**src/buddy_block_allocator_assert.svh**
```systemverilog
// ----------------------------------------------------------------------------
// buddy block allocator assertion macros
// concurrent checks written once, used at the end of the top level
// ----------------------------------------------------------------------------
`ifndef BUDDY_BLOCK_ALLOCATOR_ASSERT_SVH
`define BUDDY_BLOCK_ALLOCATOR_ASSERT_SVH

// antecedent implies consequent in the same cycle
`define BBA_ASSERT_NOW(lbl, clk, rst_n, ante, cons, msg) \
    lbl: assert property (@(posedge clk) disable iff (!rst_n) (ante) |-> (cons)) \
        else $error(msg);

// antecedent implies consequent in the next cycle
`define BBA_ASSERT_NEXT(lbl, clk, rst_n, ante, cons, msg) \
    lbl: assert property (@(posedge clk) disable iff (!rst_n) (ante) |=> (cons)) \
        else $error(msg);

`endif

```
**src/bba_ram.sv**
```systemverilog
// ----------------------------------------------------------------------------
// bba_ram
// simple dual-port ram, one write and one registered read per cycle
// ----------------------------------------------------------------------------
`default_nettype none

module bba_ram #(
    parameter int WIDTH = 8,
    parameter int DEPTH = 16,
    localparam int AW   = (DEPTH > 1) ? $clog2(DEPTH) : 1
) (
    input  wire logic             i_clk,
    input  wire logic             i_we,
    input  wire logic [AW-1:0]    i_waddr,
    input  wire logic [WIDTH-1:0] i_wdata,
    input  wire logic [AW-1:0]    i_raddr,
    output logic      [WIDTH-1:0] o_rdata
);

    logic [WIDTH-1:0] r_mem [DEPTH];
    logic [WIDTH-1:0] r_rdata;

    always_ff @(posedge i_clk) begin
        if (i_we) begin
            r_mem[i_waddr] <= i_wdata;
        end
        r_rdata <= r_mem[i_raddr];
    end

    assign o_rdata = r_rdata;

endmodule

`default_nettype wire

```
**config.mk**
```make
export PLATFORM = sky130hd
export DESIGN_NAME = bba_ram
export DESIGN_NICKNAME = d
export VERILOG_FILES = /design/src/buddy_block_allocator_assert.svh /design/src/bba_ram.sv
export SDC_FILE = /design/constraint.sdc
export NUM_CORES = 1
export LEC_CHECK = 0
export BUFFER_PORTS_ARGS = -buffer_cell sky130_fd_sc_hd__clkbuf_2
export CAP_MARGIN = 20
export CORE_MARGIN = 1
export CORE_UTILIZATION = 63
export CTS_BUF_LIST = sky130_fd_sc_hd__clkbuf_2 sky130_fd_sc_hd__clkbuf_4 sky130_fd_sc_hd__clkbuf_8
export CTS_CLUSTER_DIAMETER = 120
export DETAILED_ROUTE_END_ITERATION = 8
export MAX_ROUTING_LAYER = met4
export PLACE_DENSITY = 0.82
export SKIP_LAST_GASP = 1
export SYNTH_ARGS = -nofsm -noshare
export SYNTH_HDL_FRONTEND = slang
export SYNTH_SLANG_ARGS = --single-unit
```
**constraint.sdc**
```tcl
create_clock -name i_clk -period 2.2 [get_ports i_clk]
set_input_delay 0.33 -clock i_clk [delete_from_list [all_inputs] [get_ports i_clk]]
set_output_delay 0.33 -clock i_clk [all_outputs]
set_load 0.01 [all_outputs]
```
### Yosys cells after proc, flatten, opt, wreduce, memory -nomap -nowiden

Memory sizes are Yosys's and may differ from the RTL's. A register that Yosys moved wholly into a read port is not among the register bits.
Index checks and enable logic that the tools add are counted.

* register bits after elaboration: 0
* bits in writable memories: 128
* input port bits: 18
* memories kept: 1

* multiplexer cells: 2

Memory list
* r_mem: depth 16, bits a word 8, read ports 1, clocked after Yosys merged registers in 1, wr ports 1, line bba_ram.sv:20 `logic [WIDTH-1:0] r_mem [DEPTH];`

Operator list (number)
* 2-to-1 mux 1 bit: 2

### Longest topological paths before layout

Gate-level depths: netlist of the first run.

* depth after elaboration: 2
* gate-level depth with buffers: 5
* gate-level depth less buffers: 3

### Worst setup path after synthesis of the first run

No wires, ideal clock.

* kind: input -> register
* start point: in i_waddr[2]
* end point: mem r_mem[0][0], enable pin
* arrival time: 1.440 ns
* data required time: 1.817 ns
* path slack: 0.377 ns
* stages: 2
* buffers on the path: 0
* cells stage by stage: or3b_2 > nor3_1

RTL lines
* start, declared: line bba_ram.sv:14 `input wire logic [AW-1:0] i_waddr,`
* end, declared: line bba_ram.sv:20

Straight into the memory's write port.

==> run summary, run 1 <==
=================================================================================
IO Pins ............................................................           26
Number of standard-cell rows in the floorplan ......................           32
DIE HEIGHT .........................................................      92.4 um
Initial Util .......................................................        65.9%
Clock tree root driver cell ........................................ sky130_fd_sc_hd__clkbuf_8
Run status .........................................................    completed
Post-Route Setup TNS ...............................................         0 ns
Share of synthesized area occupied by flip-flops and latches .......        77.8%
Type of the setup path with the least slack ........................   reg -> reg
Main area contributors after synthesis ............................. sky130_fd_sc_hd__edfxtp_1 (75%), sky130_fd_sc_hd__mux4_2 (7.9%), sky130_fd_sc_hd__mux4_1 (7.1%)
Post-synthesis register bit count ..................................          136
Proportion of power drawn by combinational gates ...................         4.8%
PD cells ...........................................................  938 mW/mm^2
Worst-path clk slew ................................................      0.08 ns
Setup Viol. Count Final ............................................            0
Worst Path Max Fanout ..............................................            1
Portion of synthesized cell area occupied by the leading cell type .        74.7%
GRT Util Overall ...................................................        25.4%
Number of buffers added by the clock tree synthesis step ...........           17
Number of global-route vias before repair ..........................         2466
Int Power ..........................................................      4.53 mW
Max Root-Sink Buffers ..............................................            2
Port buffer count ..................................................           25
Max-slew headroom ..................................................        51.1%
# nets final .......................................................          301
Net switching fraction of the power ................................        19.1%
Final Skew .........................................................    0.0124 ns
Die outline area ................................................... 0.00854 mm^2
Total Wirelength ...................................................      9380 um
DRC viols ..........................................................            0
Unrepaired setup endpoints after global routing ....................        false
Per-instance average area after synthesis ..........................    22.5 um^2
Total setup buffers inserted after CTS .............................            0
Static leakage .....................................................      2.06 nW
H-Tree Depth .......................................................            4
Number of antenna violations at the first check in global routing ..            0
Final worst-path cycle share .......................................        61.6%
Number of library cell types mapped by synthesis ...................           19
Horiz. Die Dim .....................................................      92.4 um
Mapped cell area ................................................... 0.00515 mm^2
Worst ir drop on vdd ...............................................       840 uV
Dominant cell type by area after synthesis ......................... sky130_fd_sc_hd__edfxtp_1
First-pass iteration count of the detailed router ..................            5
Global placement routability congestion ............................        0.775
Sequential Area .................................................... 0.00400 mm^2
Via density per instance ...........................................         6.20
Post-layout total power ............................................      5.60 mW
YS warnings ........................................................            0
Filler instances ...................................................          419
Detail-routed net length per standard cell .........................      23.6 um
Vias post-DR .......................................................         2466
Antenna cells ......................................................            0
Crit path required time ............................................      2.52 ns
Actual transition at the worst max-transition pin ..................     0.731 ns
Detailed Place HPWL ................................................      5930 um
Type of element launching the critical path ........................         flop
Multi-input logic area ............................................. 0.00106 mm^2
Clock sinks ........................................................          136
First DRT Iteration DRCs ...........................................          222
Pin count of the biggest net entering global routing ...............           33
Critical path data arrival time ....................................      1.67 ns
Cell count after synthesis .........................................          229
Core footprint ..................................................... 0.00781 mm^2
Final period demand of the worst path ..............................      1.36 ns
Clock power share ..................................................        43.2%
Area growth from synthesis to layout ...............................        16.1%
Fraction of layout cells with a size suffix above 1 ................        32.4%
Max Cap Viol .......................................................            0
Worst hold path class ..............................................    in -> reg
Capturing element type of the critical path ........................         flop
Max Freq ...........................................................      738 MHz
Wire length of the first global-routing pass .......................     14100 um
Reg power frac .....................................................        52.0%
Syn Nets ...........................................................          247
Count of nets left with antenna violations after detail routing ....            0
Post-cts sizing count ..............................................            0
Number of endpoints with negative hold slack in the final report ...            0
Count of hold buffers inserted by post-cts repair ..................            0
Max Slew Vio Count .................................................            0
Skew-Pair Late Insertion Delay .....................................      0.43 ns
Global route total overflow ........................................            0
Net switching power ................................................      1.07 mW
Clock tree from TritonCTS ..........................................         done
=================================================================================
## cell type report
cell class / instances / share of cell area, %
Timing Repair Buffer: 45 / 5.03
Tap cell: 102 / 2.14
Sequential cell: 136 / 67.0
Clock buffer: 20 / 4.40
Clock inverter: 12 / 3.75
Multi-Input combinational cell: 83 / 17.7
## path summary, 6_finish.rpt
kind	from	end	slack, ns	cells after the start
setup / recovery	r_mem[4][6]$_DFFE_PP_	o_rdata[6]$_DFF_P_	0.84	3
hold / removal	i_wdata[3]	r_mem[6][3]$_DFFE_PP_	0.31	1
setup reg to reg	r_mem[4][6]$_DFFE_PP_	o_rdata[6]$_DFF_P_	0.84	3
hold reg to reg	r_mem[14][6]$_DFFE_PP_	o_rdata[6]$_DFF_P_	0.68	3
## flip-flops by register name, indices dropped and copies added (netlist names)
name and cells:
o_rdata 8, r_mem 128
## per-stage QoR
stage / instance area (um^2) / hold WS, ns / setup slack [ns] / utilization, % / instances
final: 5980 / 0.313 / 0.844 / 76.5 / 398
after detailed placement: 5490 / 0.664 / 0.402 / 70.3 / 366
after CTS: 5980 / 0.297 / 0.835 / 76.5 / 398
after floorplan: 5150 / 0.429 / 0.377 / - / 229
after global placement: 5490 / 0.648 / 0.406 / 70.3 / 366
after global routing: 5980 / 0.328 / 0.753 / 76.5 / 398
## worst max-delay path: stages (launching register included)
cell	delay [ns]
sky130_fd_sc_hd__edfxtp_1	0.40
sky130_fd_sc_hd__mux4_2	0.50
sky130_fd_sc_hd__a22oi_1	0.25
sky130_fd_sc_hd__nand2_1	0.10
## cell usage in the layout (no fill, tap or decap)
cell type,n
sky130_fd_sc_hd__edfxtp_1,128
sky130_fd_sc_hd__dfxtp_1,8
sky130_fd_sc_hd__nand2b_1,2
sky130_fd_sc_hd__a22oi_1,16
sky130_fd_sc_hd__buf_4,18
sky130_fd_sc_hd__and2b_1,1
sky130_fd_sc_hd__bufinv_16,6
sky130_fd_sc_hd__nand2_1,9
sky130_fd_sc_hd__and2_1,1
sky130_fd_sc_hd__mux4_2,18
sky130_fd_sc_hd__clkbuf_2,25
sky130_fd_sc_hd__clkbuf_4,2
sky130_fd_sc_hd__mux4_1,14
sky130_fd_sc_hd__nor2b_1,1
sky130_fd_sc_hd__buf_12,2
sky130_fd_sc_hd__clkbuf_8,18
sky130_fd_sc_hd__nand3_1,1
sky130_fd_sc_hd__nor2_1,13
sky130_fd_sc_hd__or3b_2,1
sky130_fd_sc_hd__clkinvlp_4,1
sky130_fd_sc_hd__clkinv_2,2
sky130_fd_sc_hd__nor3_1,4
sky130_fd_sc_hd__nand3b_1,2
sky130_fd_sc_hd__clkinv_4,3
## power by group through the flow
stage | clock network, mW | logic, mW | registers [mW]
floorplan | 0 | 0.147 | 2.97
global placement | 0 | 0.261 | 2.96
detailed placement | 0 | 0.270 | 2.97
CTS | 2.44 | 0.271 | 2.91
global route | 2.56 | 0.290 | 2.92
finish | 2.42 | 0.269 | 2.91
## cell families (layout without fill, tap and decap cells)
family | count (synthesis) | count (layout) | synth area share [%]
simple gates | 35 | 35 | 3.18
compound gates | 16 | 16 | 2.33
mux | 32 | 32 | 15.0
buf+inv | 10 | 77 | 1.68
flops | 136 | 136 | 77.8
## Yosys cell counts
master / count
sky130_fd_sc_hd__buf_4: 1
sky130_fd_sc_hd__and2b_1: 1
sky130_fd_sc_hd__nand3_1: 1
sky130_fd_sc_hd__nor2b_1: 1
sky130_fd_sc_hd__buf_2: 3
sky130_fd_sc_hd__nand2_1: 9
sky130_fd_sc_hd__mux4_1: 14
sky130_fd_sc_hd__or3b_2: 1
sky130_fd_sc_hd__dfxtp_1: 8
sky130_fd_sc_hd__edfxtp_1: 128
sky130_fd_sc_hd__a22oi_1: 16
sky130_fd_sc_hd__clkdlybuf4s25_2: 3
sky130_fd_sc_hd__buf_6: 3
sky130_fd_sc_hd__nand2b_1: 2
sky130_fd_sc_hd__nor2_1: 13
sky130_fd_sc_hd__and2_1: 1
sky130_fd_sc_hd__nand3b_1: 2
sky130_fd_sc_hd__mux4_2: 18
sky130_fd_sc_hd__nor3_1: 4
## layer usage
layer	share of wire [%]	track usage, %
met1	41	33.5
met2	49	37.7
met3	7.6	6.24
met4	2.4	12.4
met5	0	-
No activity file was read; power rests on OpenSTA's default activity.
==> inputs of run 2 (changes only) <==
CORE_UTILIZATION = 57   (was 63)
PLACE_DENSITY = 0.78   (was 0.82)
clock period = 1.1 ns   (was 2.2 ns; I/O delays follow)
==> run summary, run 2 (same netlist as run 1, synthesis figures left out) <==
================================================================================
Run status ........................................................ finished, violations left   was completed
Failing checks .................................................... setup timing
Final worst-path cycle share ......................................         118%   was 61.6%
Worst ir drop on vdd ..............................................      1070 uV   was 840 uV
Largest register FFs ..............................................          128   unchanged
H-Tree Depth ......................................................            4   unchanged
Global route total overflow .......................................            0   unchanged
Post-layout total power ...........................................      10.9 mW   was 5.60 mW
Net switching power ...............................................      2.30 mW   was 1.07 mW
Smallest setup slack after layout .................................    -0.194 ns   was 0.844 ns
Proportion of power drawn by combinational gates ..................         5.9%   was 4.8%
Area growth from synthesis to layout ..............................        20.8%   was 16.1%
Multi-input logic area ............................................ 0.00110 mm^2   was 0.00106 mm^2
Max-slew headroom .................................................        38.2%   was 51.1%
Sequential Area ................................................... 0.00401 mm^2   was 0.00400 mm^2
Count of hold buffers inserted by post-cts repair .................            0   unchanged
Skew-Pair Late Insertion Delay ....................................      0.43 ns   about the same
DIE HEIGHT ........................................................      97.0 um   was 92.4 um
Max Slew Vio Count ................................................            0   unchanged
Commonest non-fill, non-tap cell in the layout .................... sky130_fd_sc_hd__edfxtp_1   unchanged
DRC viols .........................................................            0   unchanged
# nets final ......................................................          312   was 301
Core footprint .................................................... 0.00872 mm^2   was 0.00781 mm^2
Number of endpoints with negative hold slack in the final report ..            0   unchanged
Global placement routability congestion ...........................        0.810   was 0.775
Number of standard-cell rows in the floorplan .....................           34   was 32
Number of global-route vias before repair .........................         2581   was 2466
Type of the setup path with the least slack .......................   reg -> reg   unchanged
Clock sinks .......................................................          136   unchanged
Critical R2R Capture .............................................. o_rdata[1]$_DFF_P_   was o_rdata[6]$_DFF_P_
Net switching fraction of the power ...............................        21.1%   was 19.1%
Pin count of the biggest net entering global routing ..............           20   was 33
Count of buffer and inverter cells on the critical path ...........            0   unchanged
Worst-case register-to-register setup slack .......................     -0.19 ns   was 0.84 ns
Detail-routed net length per standard cell ........................      23.5 um   was 23.6 um
Highest-count cells in the layout ignoring fill and taps .......... sky130_fd_sc_hd__edfxtp_1 (128), sky130_fd_sc_hd__mux4_2 (32), sky130_fd_sc_hd__clkbuf_2 (24)   was sky130_fd_sc_hd__edfxtp_1 (128), sky130_fd_sc_hd__clkbuf_2 (25), sky130_fd_sc_hd__mux4_2 (18), sky130_fd_sc_hd__clkbuf_8 (18), sky130_fd_sc_hd__buf_4 (18)
Unrepaired setup endpoints after global routing ...................         true   was false
Static leakage ....................................................      2.07 nW   was 2.06 nW
Cell type of the slowest stage on the worst timing path ........... sky130_fd_sc_hd__mux4_2   unchanged
Delay of the slowest cell on the worst path .......................      0.49 ns   was 0.50 ns
Final Skew ........................................................    0.0141 ns   was 0.0124 ns
Worst hold path class .............................................    in -> reg   unchanged
Fraction of layout cells with a size suffix above 1 ...............        46.3%   was 32.4%
IO Pins ...........................................................           26   unchanged
Clock tree root driver cell ....................................... sky130_fd_sc_hd__clkbuf_8   unchanged
Worst-path clk slew ...............................................      0.08 ns   about the same
Max Cap Viol ......................................................            0   unchanged
Clock tree from TritonCTS .........................................         done   unchanged
Horiz. Die Dim ....................................................      97.0 um   was 92.4 um
Type of element launching the critical path .......................         flop   unchanged
Start of the worst register-to-register path ...................... r_mem[3][1]$_DFFE_PP_   was r_mem[4][6]$_DFFE_PP_
Max Freq ..........................................................      773 MHz   was 738 MHz
Port buffer count .................................................           25   unchanged
Placed instance area .............................................. 0.00574 mm^2   was 0.00549 mm^2
Clock power share .................................................        40.7%   was 43.2%
Hold worst-path end ............................................... r_mem[10][5]$_DFFE_PP_   was r_mem[6][3]$_DFFE_PP_
GRT Util Overall ..................................................        23.7%   was 25.4%
Cells traversed along the worst timing path ....................... mux4_2, a22oi_2, nand2_1   was mux4_2, a22oi_1, nand2_1
Total setup buffers inserted after CTS ............................            0   unchanged
First DRT Iteration DRCs ..........................................          213   was 222
Worst Path Max Fanout .............................................            1   unchanged
Die outline area .................................................. 0.00941 mm^2   was 0.00854 mm^2
Via density per instance ..........................................         6.02   was 6.20
Final instance area ............................................... 0.00622 mm^2   was 0.00598 mm^2
Number of buffers added by the clock tree synthesis step ..........           17   unchanged
First-pass iteration count of the detailed router .................            4   was 5
Final period demand of the worst path .............................      1.29 ns   was 1.36 ns
Setup Viol. Count Final ...........................................            8   was 0
Crit path required time ...........................................      1.42 ns   was 2.52 ns
Kind of cell with the highest combined delay on the critical path . multiplexers   unchanged
Capturing element type of the critical path .......................         flop   unchanged
Detailed Place HPWL ...............................................      6360 um   was 5930 um
Number of antenna violations at the first check in global routing .            0   unchanged
Reg power frac ....................................................        53.5%   was 52.0%
Vias post-DR ......................................................         2500   was 2466
Register with the most flip-flops .................................        r_mem   unchanged
Critical path data arrival time ...................................      1.62 ns   was 1.67 ns
Antenna cells .....................................................            0   unchanged
Setup WS pre-CTS ..................................................    -0.547 ns   was 0.402 ns
Wire length of the first global-routing pass ......................     15300 um   was 14100 um
Actual transition at the worst max-transition pin .................     0.923 ns   was 0.731 ns
Total Wirelength ..................................................      9760 um   was 9380 um
Int Power .........................................................      8.60 mW   was 4.53 mW
Depth of the worst hold-timing path ...............................            1   unchanged
Count of nets left with antenna violations after detail routing ...            0   unchanged
Worst Hold Launch .................................................   i_wdata[5]   was i_wdata[3]
Initial Util ......................................................        59.0%   was 65.9%
Count of cells along the worst register-to-register path ..........            3   unchanged
Max Root-Sink Buffers .............................................            2   unchanged
Filler instances ..................................................          480   was 419
PD cells .......................................................... 1750 mW/mm^2   was 938 mW/mm^2
================================================================================
[run 2: changes by cell type in the layout (fill, tap and decap cells not counted), moves of 7 or more]
| cell | change |
|---|---|
| sky130_fd_sc_hd__buf_12 | +12 |
| sky130_fd_sc_hd__mux4_1 | -14 |
| sky130_fd_sc_hd__nor2_1 | -9 |
| sky130_fd_sc_hd__a22oi_1 | -7 |
| sky130_fd_sc_hd__a22oi_2 | +7 |
| sky130_fd_sc_hd__nor2_2 | +9 |
| sky130_fd_sc_hd__mux4_2 | +14 |
[run 2: what timing repair did]
| item | CTS | global route |
|---|---|---|
| endpoints found under the setup margin | 10 | 9 |
| gates cloned | 0 | 0 |
| resized for setup | 6 | 5 |
[run 2: routing by layer]
metal  GRT usage (%)  vias up  routed length, um
li1                -     1089                  -
met1            32.7     1277               3980
met2            35.3      114               4990
met3            5.78       20                677
met4            8.15        0                118
met5               -        -                  0
[run 2: layout make-up]
cell class | instances | area share [%]
clock buffers | 18 | 3.88
multi-input cells | 83 | 17.8
clock inverters | 14 | 3.18
well taps | 108 | 2.17
flip-flops and latches | 136 | 64.4
repair buffers | 56 | 8.57
[run 2: worst max path at each step]
stage | start | to | cells past startpoint
after floorplan | i_waddr[2] | r_mem[0][0]$_DFFE_PP_ | 2
after global placement | i_raddr[0] | o_rdata[1]$_DFF_P_ | 5
after detailed placement | i_raddr[0] | o_rdata[1]$_DFF_P_ | 5
after CTS | r_mem[4][2]$_DFFE_PP_ | o_rdata[2]$_DFF_P_ | 3
after global routing | r_mem[3][1]$_DFFE_PP_ | o_rdata[1]$_DFF_P_ | 3
final | r_mem[3][1]$_DFFE_PP_ | o_rdata[1]$_DFF_P_ | 3
[run 2: metrics by stage]
stage	hold slack [ns]	util (%)	setup TNS, ns	cells
final	0.155	71.3	-1.19	415
after CTS	0.141	71.1	-1.39	415
after detailed placement	0.553	65.9	-31.79	383
after global routing	0.171	71.3	-1.58	415
after global placement	0.554	65.9	-28.94	383
after floorplan	0.264	-	-5.03	229
[run 2: power by group through the flow]
stage	logic, mW	registers (mW)	clock network (mW)
after floorplan	0.332	5.94	0
after CTS	0.642	5.83	4.48
after global routing	0.689	5.83	4.70
final	0.641	5.82	4.43
after detailed placement	0.627	5.94	0
after global placement	0.609	5.93	0
==> inputs of run 3 (changes only) <==
--- a/config.mk
+++ b/config.mk
@@ -10,3 +10,3 @@
 export CORE_MARGIN = 1
-export CORE_UTILIZATION = 57
+export CORE_UTILIZATION = 42
 export CTS_BUF_LIST = sky130_fd_sc_hd__clkbuf_2 sky130_fd_sc_hd__clkbuf_4 sky130_fd_sc_hd__clkbuf_8
@@ -15,3 +15,2 @@
 export MAX_ROUTING_LAYER = met4
-export PLACE_DENSITY = 0.78
 export SKIP_LAST_GASP = 1
==> constraint.sdc (replaced) <==
create_clock -name i_clk -period 1.1 [get_ports i_clk]
set_input_delay 0.11 -clock i_clk [delete_from_list [all_inputs] [get_ports i_clk]]
set_output_delay 0.11 -clock i_clk [all_outputs]
set_load 0.01 [all_outputs]
==> run summary, run 3 (same netlist as run 1, synthesis figures left out) <==
================================================================================
Unrepaired setup endpoints after global routing ...................         true   unchanged
Worst Hold Launch .................................................   i_wdata[5]   unchanged
Worst Path Max Fanout .............................................            1   unchanged
Capturing element type of the critical path .......................         flop   unchanged
Via density per instance ..........................................         5.42   was 6.02
# nets final ......................................................          312   unchanged
First-pass iteration count of the detailed router .................            4   unchanged
Net switching power ...............................................      2.28 mW   was 2.30 mW
First DRT Iteration DRCs ..........................................          117   was 213
Worst ir drop on vdd ..............................................       760 uV   was 1070 uV
Skew-Pair Late Insertion Delay ....................................      0.43 ns   about the same
Detail-routed net length per standard cell ........................      21.8 um   was 23.5 um
Filler instances ..................................................          955   was 480
Start of the worst register-to-register path ...................... r_mem[9][5]$_DFFE_PP_   was r_mem[3][1]$_DFFE_PP_
Clock tree from TritonCTS .........................................         done   unchanged
Worst-case register-to-register setup slack .......................     -0.15 ns   was -0.19 ns
Run status ........................................................ finished, violations left   unchanged
PD cells .......................................................... 1620 mW/mm^2   was 1750 mW/mm^2
Port buffer count .................................................           25   unchanged
Global placement routability congestion ...........................        0.683   was 0.810
Core footprint ....................................................  0.0120 mm^2   was 0.00872 mm^2
Failing checks .................................................... setup timing   unchanged
Cell type of the slowest stage on the worst timing path ........... sky130_fd_sc_hd__mux4_2   unchanged
IO Pins ...........................................................           26   unchanged
Sequential Area ................................................... 0.00401 mm^2   unchanged
Cells traversed along the worst timing path ....................... mux4_2, a22oi_2, nand2_1   unchanged
Horiz. Die Dim ....................................................       113 um   was 97.0 um
Count of cells along the worst register-to-register path ..........            3   unchanged
Area growth from synthesis to layout ..............................        18.5%   was 20.8%
Highest-count cells in the layout ignoring fill and taps .......... sky130_fd_sc_hd__edfxtp_1 (128), sky130_fd_sc_hd__mux4_2 (32), sky130_fd_sc_hd__clkbuf_2 (25)   was sky130_fd_sc_hd__edfxtp_1 (128), sky130_fd_sc_hd__mux4_2 (32), sky130_fd_sc_hd__clkbuf_2 (24)
Smallest setup slack after layout .................................    -0.152 ns   was -0.194 ns
Hold slack ........................................................    0.0871 ns   was 0.155 ns
Reg power frac ....................................................        58.8%   was 53.5%
Largest register FFs ..............................................          128   unchanged
Routed wire length on met3 ........................................       363 um   was 677 um
Register with the most flip-flops .................................        r_mem   unchanged
Routed metal-1 wire length ........................................      4380 um   was 3980 um
Hold worst-path end ............................................... r_mem[14][5]$_DFFE_PP_   was r_mem[10][5]$_DFFE_PP_
Crit path required time ...........................................      1.41 ns   was 1.42 ns
Number of standard-cell rows in the floorplan .....................           40   was 34
Total setup buffers inserted after CTS ............................            0   unchanged
Global route total overflow .......................................            0   unchanged
Detailed Place HPWL ...............................................      6390 um   was 6360 um
Final Skew ........................................................   0.00885 ns   was 0.0141 ns
Commonest non-fill, non-tap cell in the layout .................... sky130_fd_sc_hd__edfxtp_1   unchanged
Net switching fraction of the power ...............................        23.0%   was 21.1%
Count of buffer and inverter cells on the critical path ...........            0   unchanged
Type of the setup path with the least slack .......................   reg -> reg   unchanged
Max Cap Viol ......................................................            0   unchanged
Initial Util ......................................................        43.0%   was 59.0%
Multi-input logic area ............................................ 0.00111 mm^2   was 0.00110 mm^2
DRC viols .........................................................            0   unchanged
Depth of the worst hold-timing path ...............................            1   unchanged
Final period demand of the worst path .............................      1.25 ns   was 1.29 ns
Highest metal layer used by the detailed router ...................         met4   unchanged
Total Wirelength ..................................................      9890 um   was 9760 um
Kind of cell with the highest combined delay on the critical path . multiplexers   unchanged
Max Freq ..........................................................      799 MHz   was 773 MHz
Int Power .........................................................      7.63 mW   was 8.60 mW
Delay of the slowest cell on the worst path .......................      0.48 ns   was 0.49 ns
Number of antenna violations at the first check in global routing .            0   unchanged
Wire length of the first global-routing pass ......................     15100 um   was 15300 um
Number of endpoints with negative hold slack in the final report ..            0   unchanged
Die outline area ..................................................  0.0127 mm^2   was 0.00941 mm^2
Setup Viol. Count Final ...........................................            8   unchanged
Metal2 WL .........................................................      4980 um   was 4990 um
Type of element launching the critical path .......................         flop   unchanged
Max Slew Vio Count ................................................            0   unchanged
Vias post-DR ......................................................         2460   was 2500
Count of nets left with antenna violations after detail routing ...            0   unchanged
Max Root-Sink Buffers .............................................            2   unchanged
Number of global-route vias before repair .........................         2565   was 2581
Proportion of power drawn by combinational gates ..................         6.5%   was 5.9%
Clock tree root driver cell ....................................... sky130_fd_sc_hd__clkbuf_8   unchanged
Max-slew headroom .................................................        31.3%   was 38.2%
Antenna cells .....................................................            0   unchanged
Number of buffers added by the clock tree synthesis step ..........           17   unchanged
Post-layout total power ...........................................      9.91 mW   was 10.9 mW
Critical R2R Capture .............................................. o_rdata[5]$_DFF_P_   was o_rdata[1]$_DFF_P_
Critical path data arrival time ...................................      1.56 ns   was 1.62 ns
Static leakage ....................................................      2.00 nW   was 2.07 nW
Final worst-path cycle share ......................................         114%   was 118%
H-Tree Depth ......................................................            4   unchanged
Clock sinks .......................................................          136   unchanged
Worst hold path class .............................................    in -> reg   unchanged
Pin count of the biggest net entering global routing ..............           17   was 20
Fraction of layout cells with a size suffix above 1 ...............        45.6%   was 46.3%
GRT Util Overall ..................................................        17.8%   was 23.7%
DIE HEIGHT ........................................................       113 um   was 97.0 um
Worst-path clk slew ...............................................      0.08 ns   about the same
Actual transition at the worst max-transition pin .................      1.03 ns   was 0.923 ns
Clock power share .................................................        34.7%   was 40.7%
================================================================================
## run 3: power by group through the flow
| stage | clock [mW] | combinational [mW] | sequential [mW] |
|---|---|---|---|
| floorplan | 0 | 0.331 | 5.94 |
| global placement | 0 | 0.618 | 5.94 |
| detailed placement | 0 | 0.628 | 5.94 |
| CTS | 3.50 | 0.653 | 5.83 |
| global route | 3.73 | 0.696 | 5.84 |
| finish | 3.44 | 0.641 | 5.83 |
## run 3: final cells by class
class	instances	area share (%)
timing repair buffer	56	7.51
multi-input combinational	83	18.2
clock buffer	17	3.84
sequential	136	65.7
clock inverter	15	1.72
tap	147	3.02
## run 3: what timing repair did
action	in CTS	in global routing
pin swaps	7	6
setup endpoints to repair	8	10
resized for setup	9	4
hold buffers	0	0
## run 3: through the flow
step | util [%] | std cells | TNS [ns] | setup WS, ns | instance area [um^2]
finish | 51.0 | 454 | -1.08 | -0.152 | 6100
global route | 51.0 | 454 | -1.48 | -0.208 | 6100
CTS | 50.9 | 454 | -1.15 | -0.168 | 6090
detailed placement | 47.7 | 422 | -18.96 | -0.438 | 5700
global placement | 47.7 | 422 | -17.65 | -0.450 | 5700
floorplan | - | 229 | -1.72 | -0.143 | 5180
## run 3: how the worst max path moves through the flow
stage	startpoint	cells after the start	end
after floorplan	i_waddr[2]	2	r_mem[0][0]$_DFFE_PP_
after global placement	i_raddr[0]	5	o_rdata[7]$_DFF_P_
after detailed placement	i_raddr[0]	5	o_rdata[1]$_DFF_P_
after CTS	r_mem[11][5]$_DFFE_PP_	3	o_rdata[5]$_DFF_P_
after global routing	r_mem[0][2]$_DFFE_PP_	3	o_rdata[2]$_DFF_P_
final	r_mem[9][5]$_DFFE_PP_	3	o_rdata[5]$_DFF_P_
## run 3: layer usage
metal	track usage [%]	up-vias
met2	27.4	58
met1	22.7	1298
li1	-	1089
met5	-	-
met3	4.77	15
met4	6.93	0
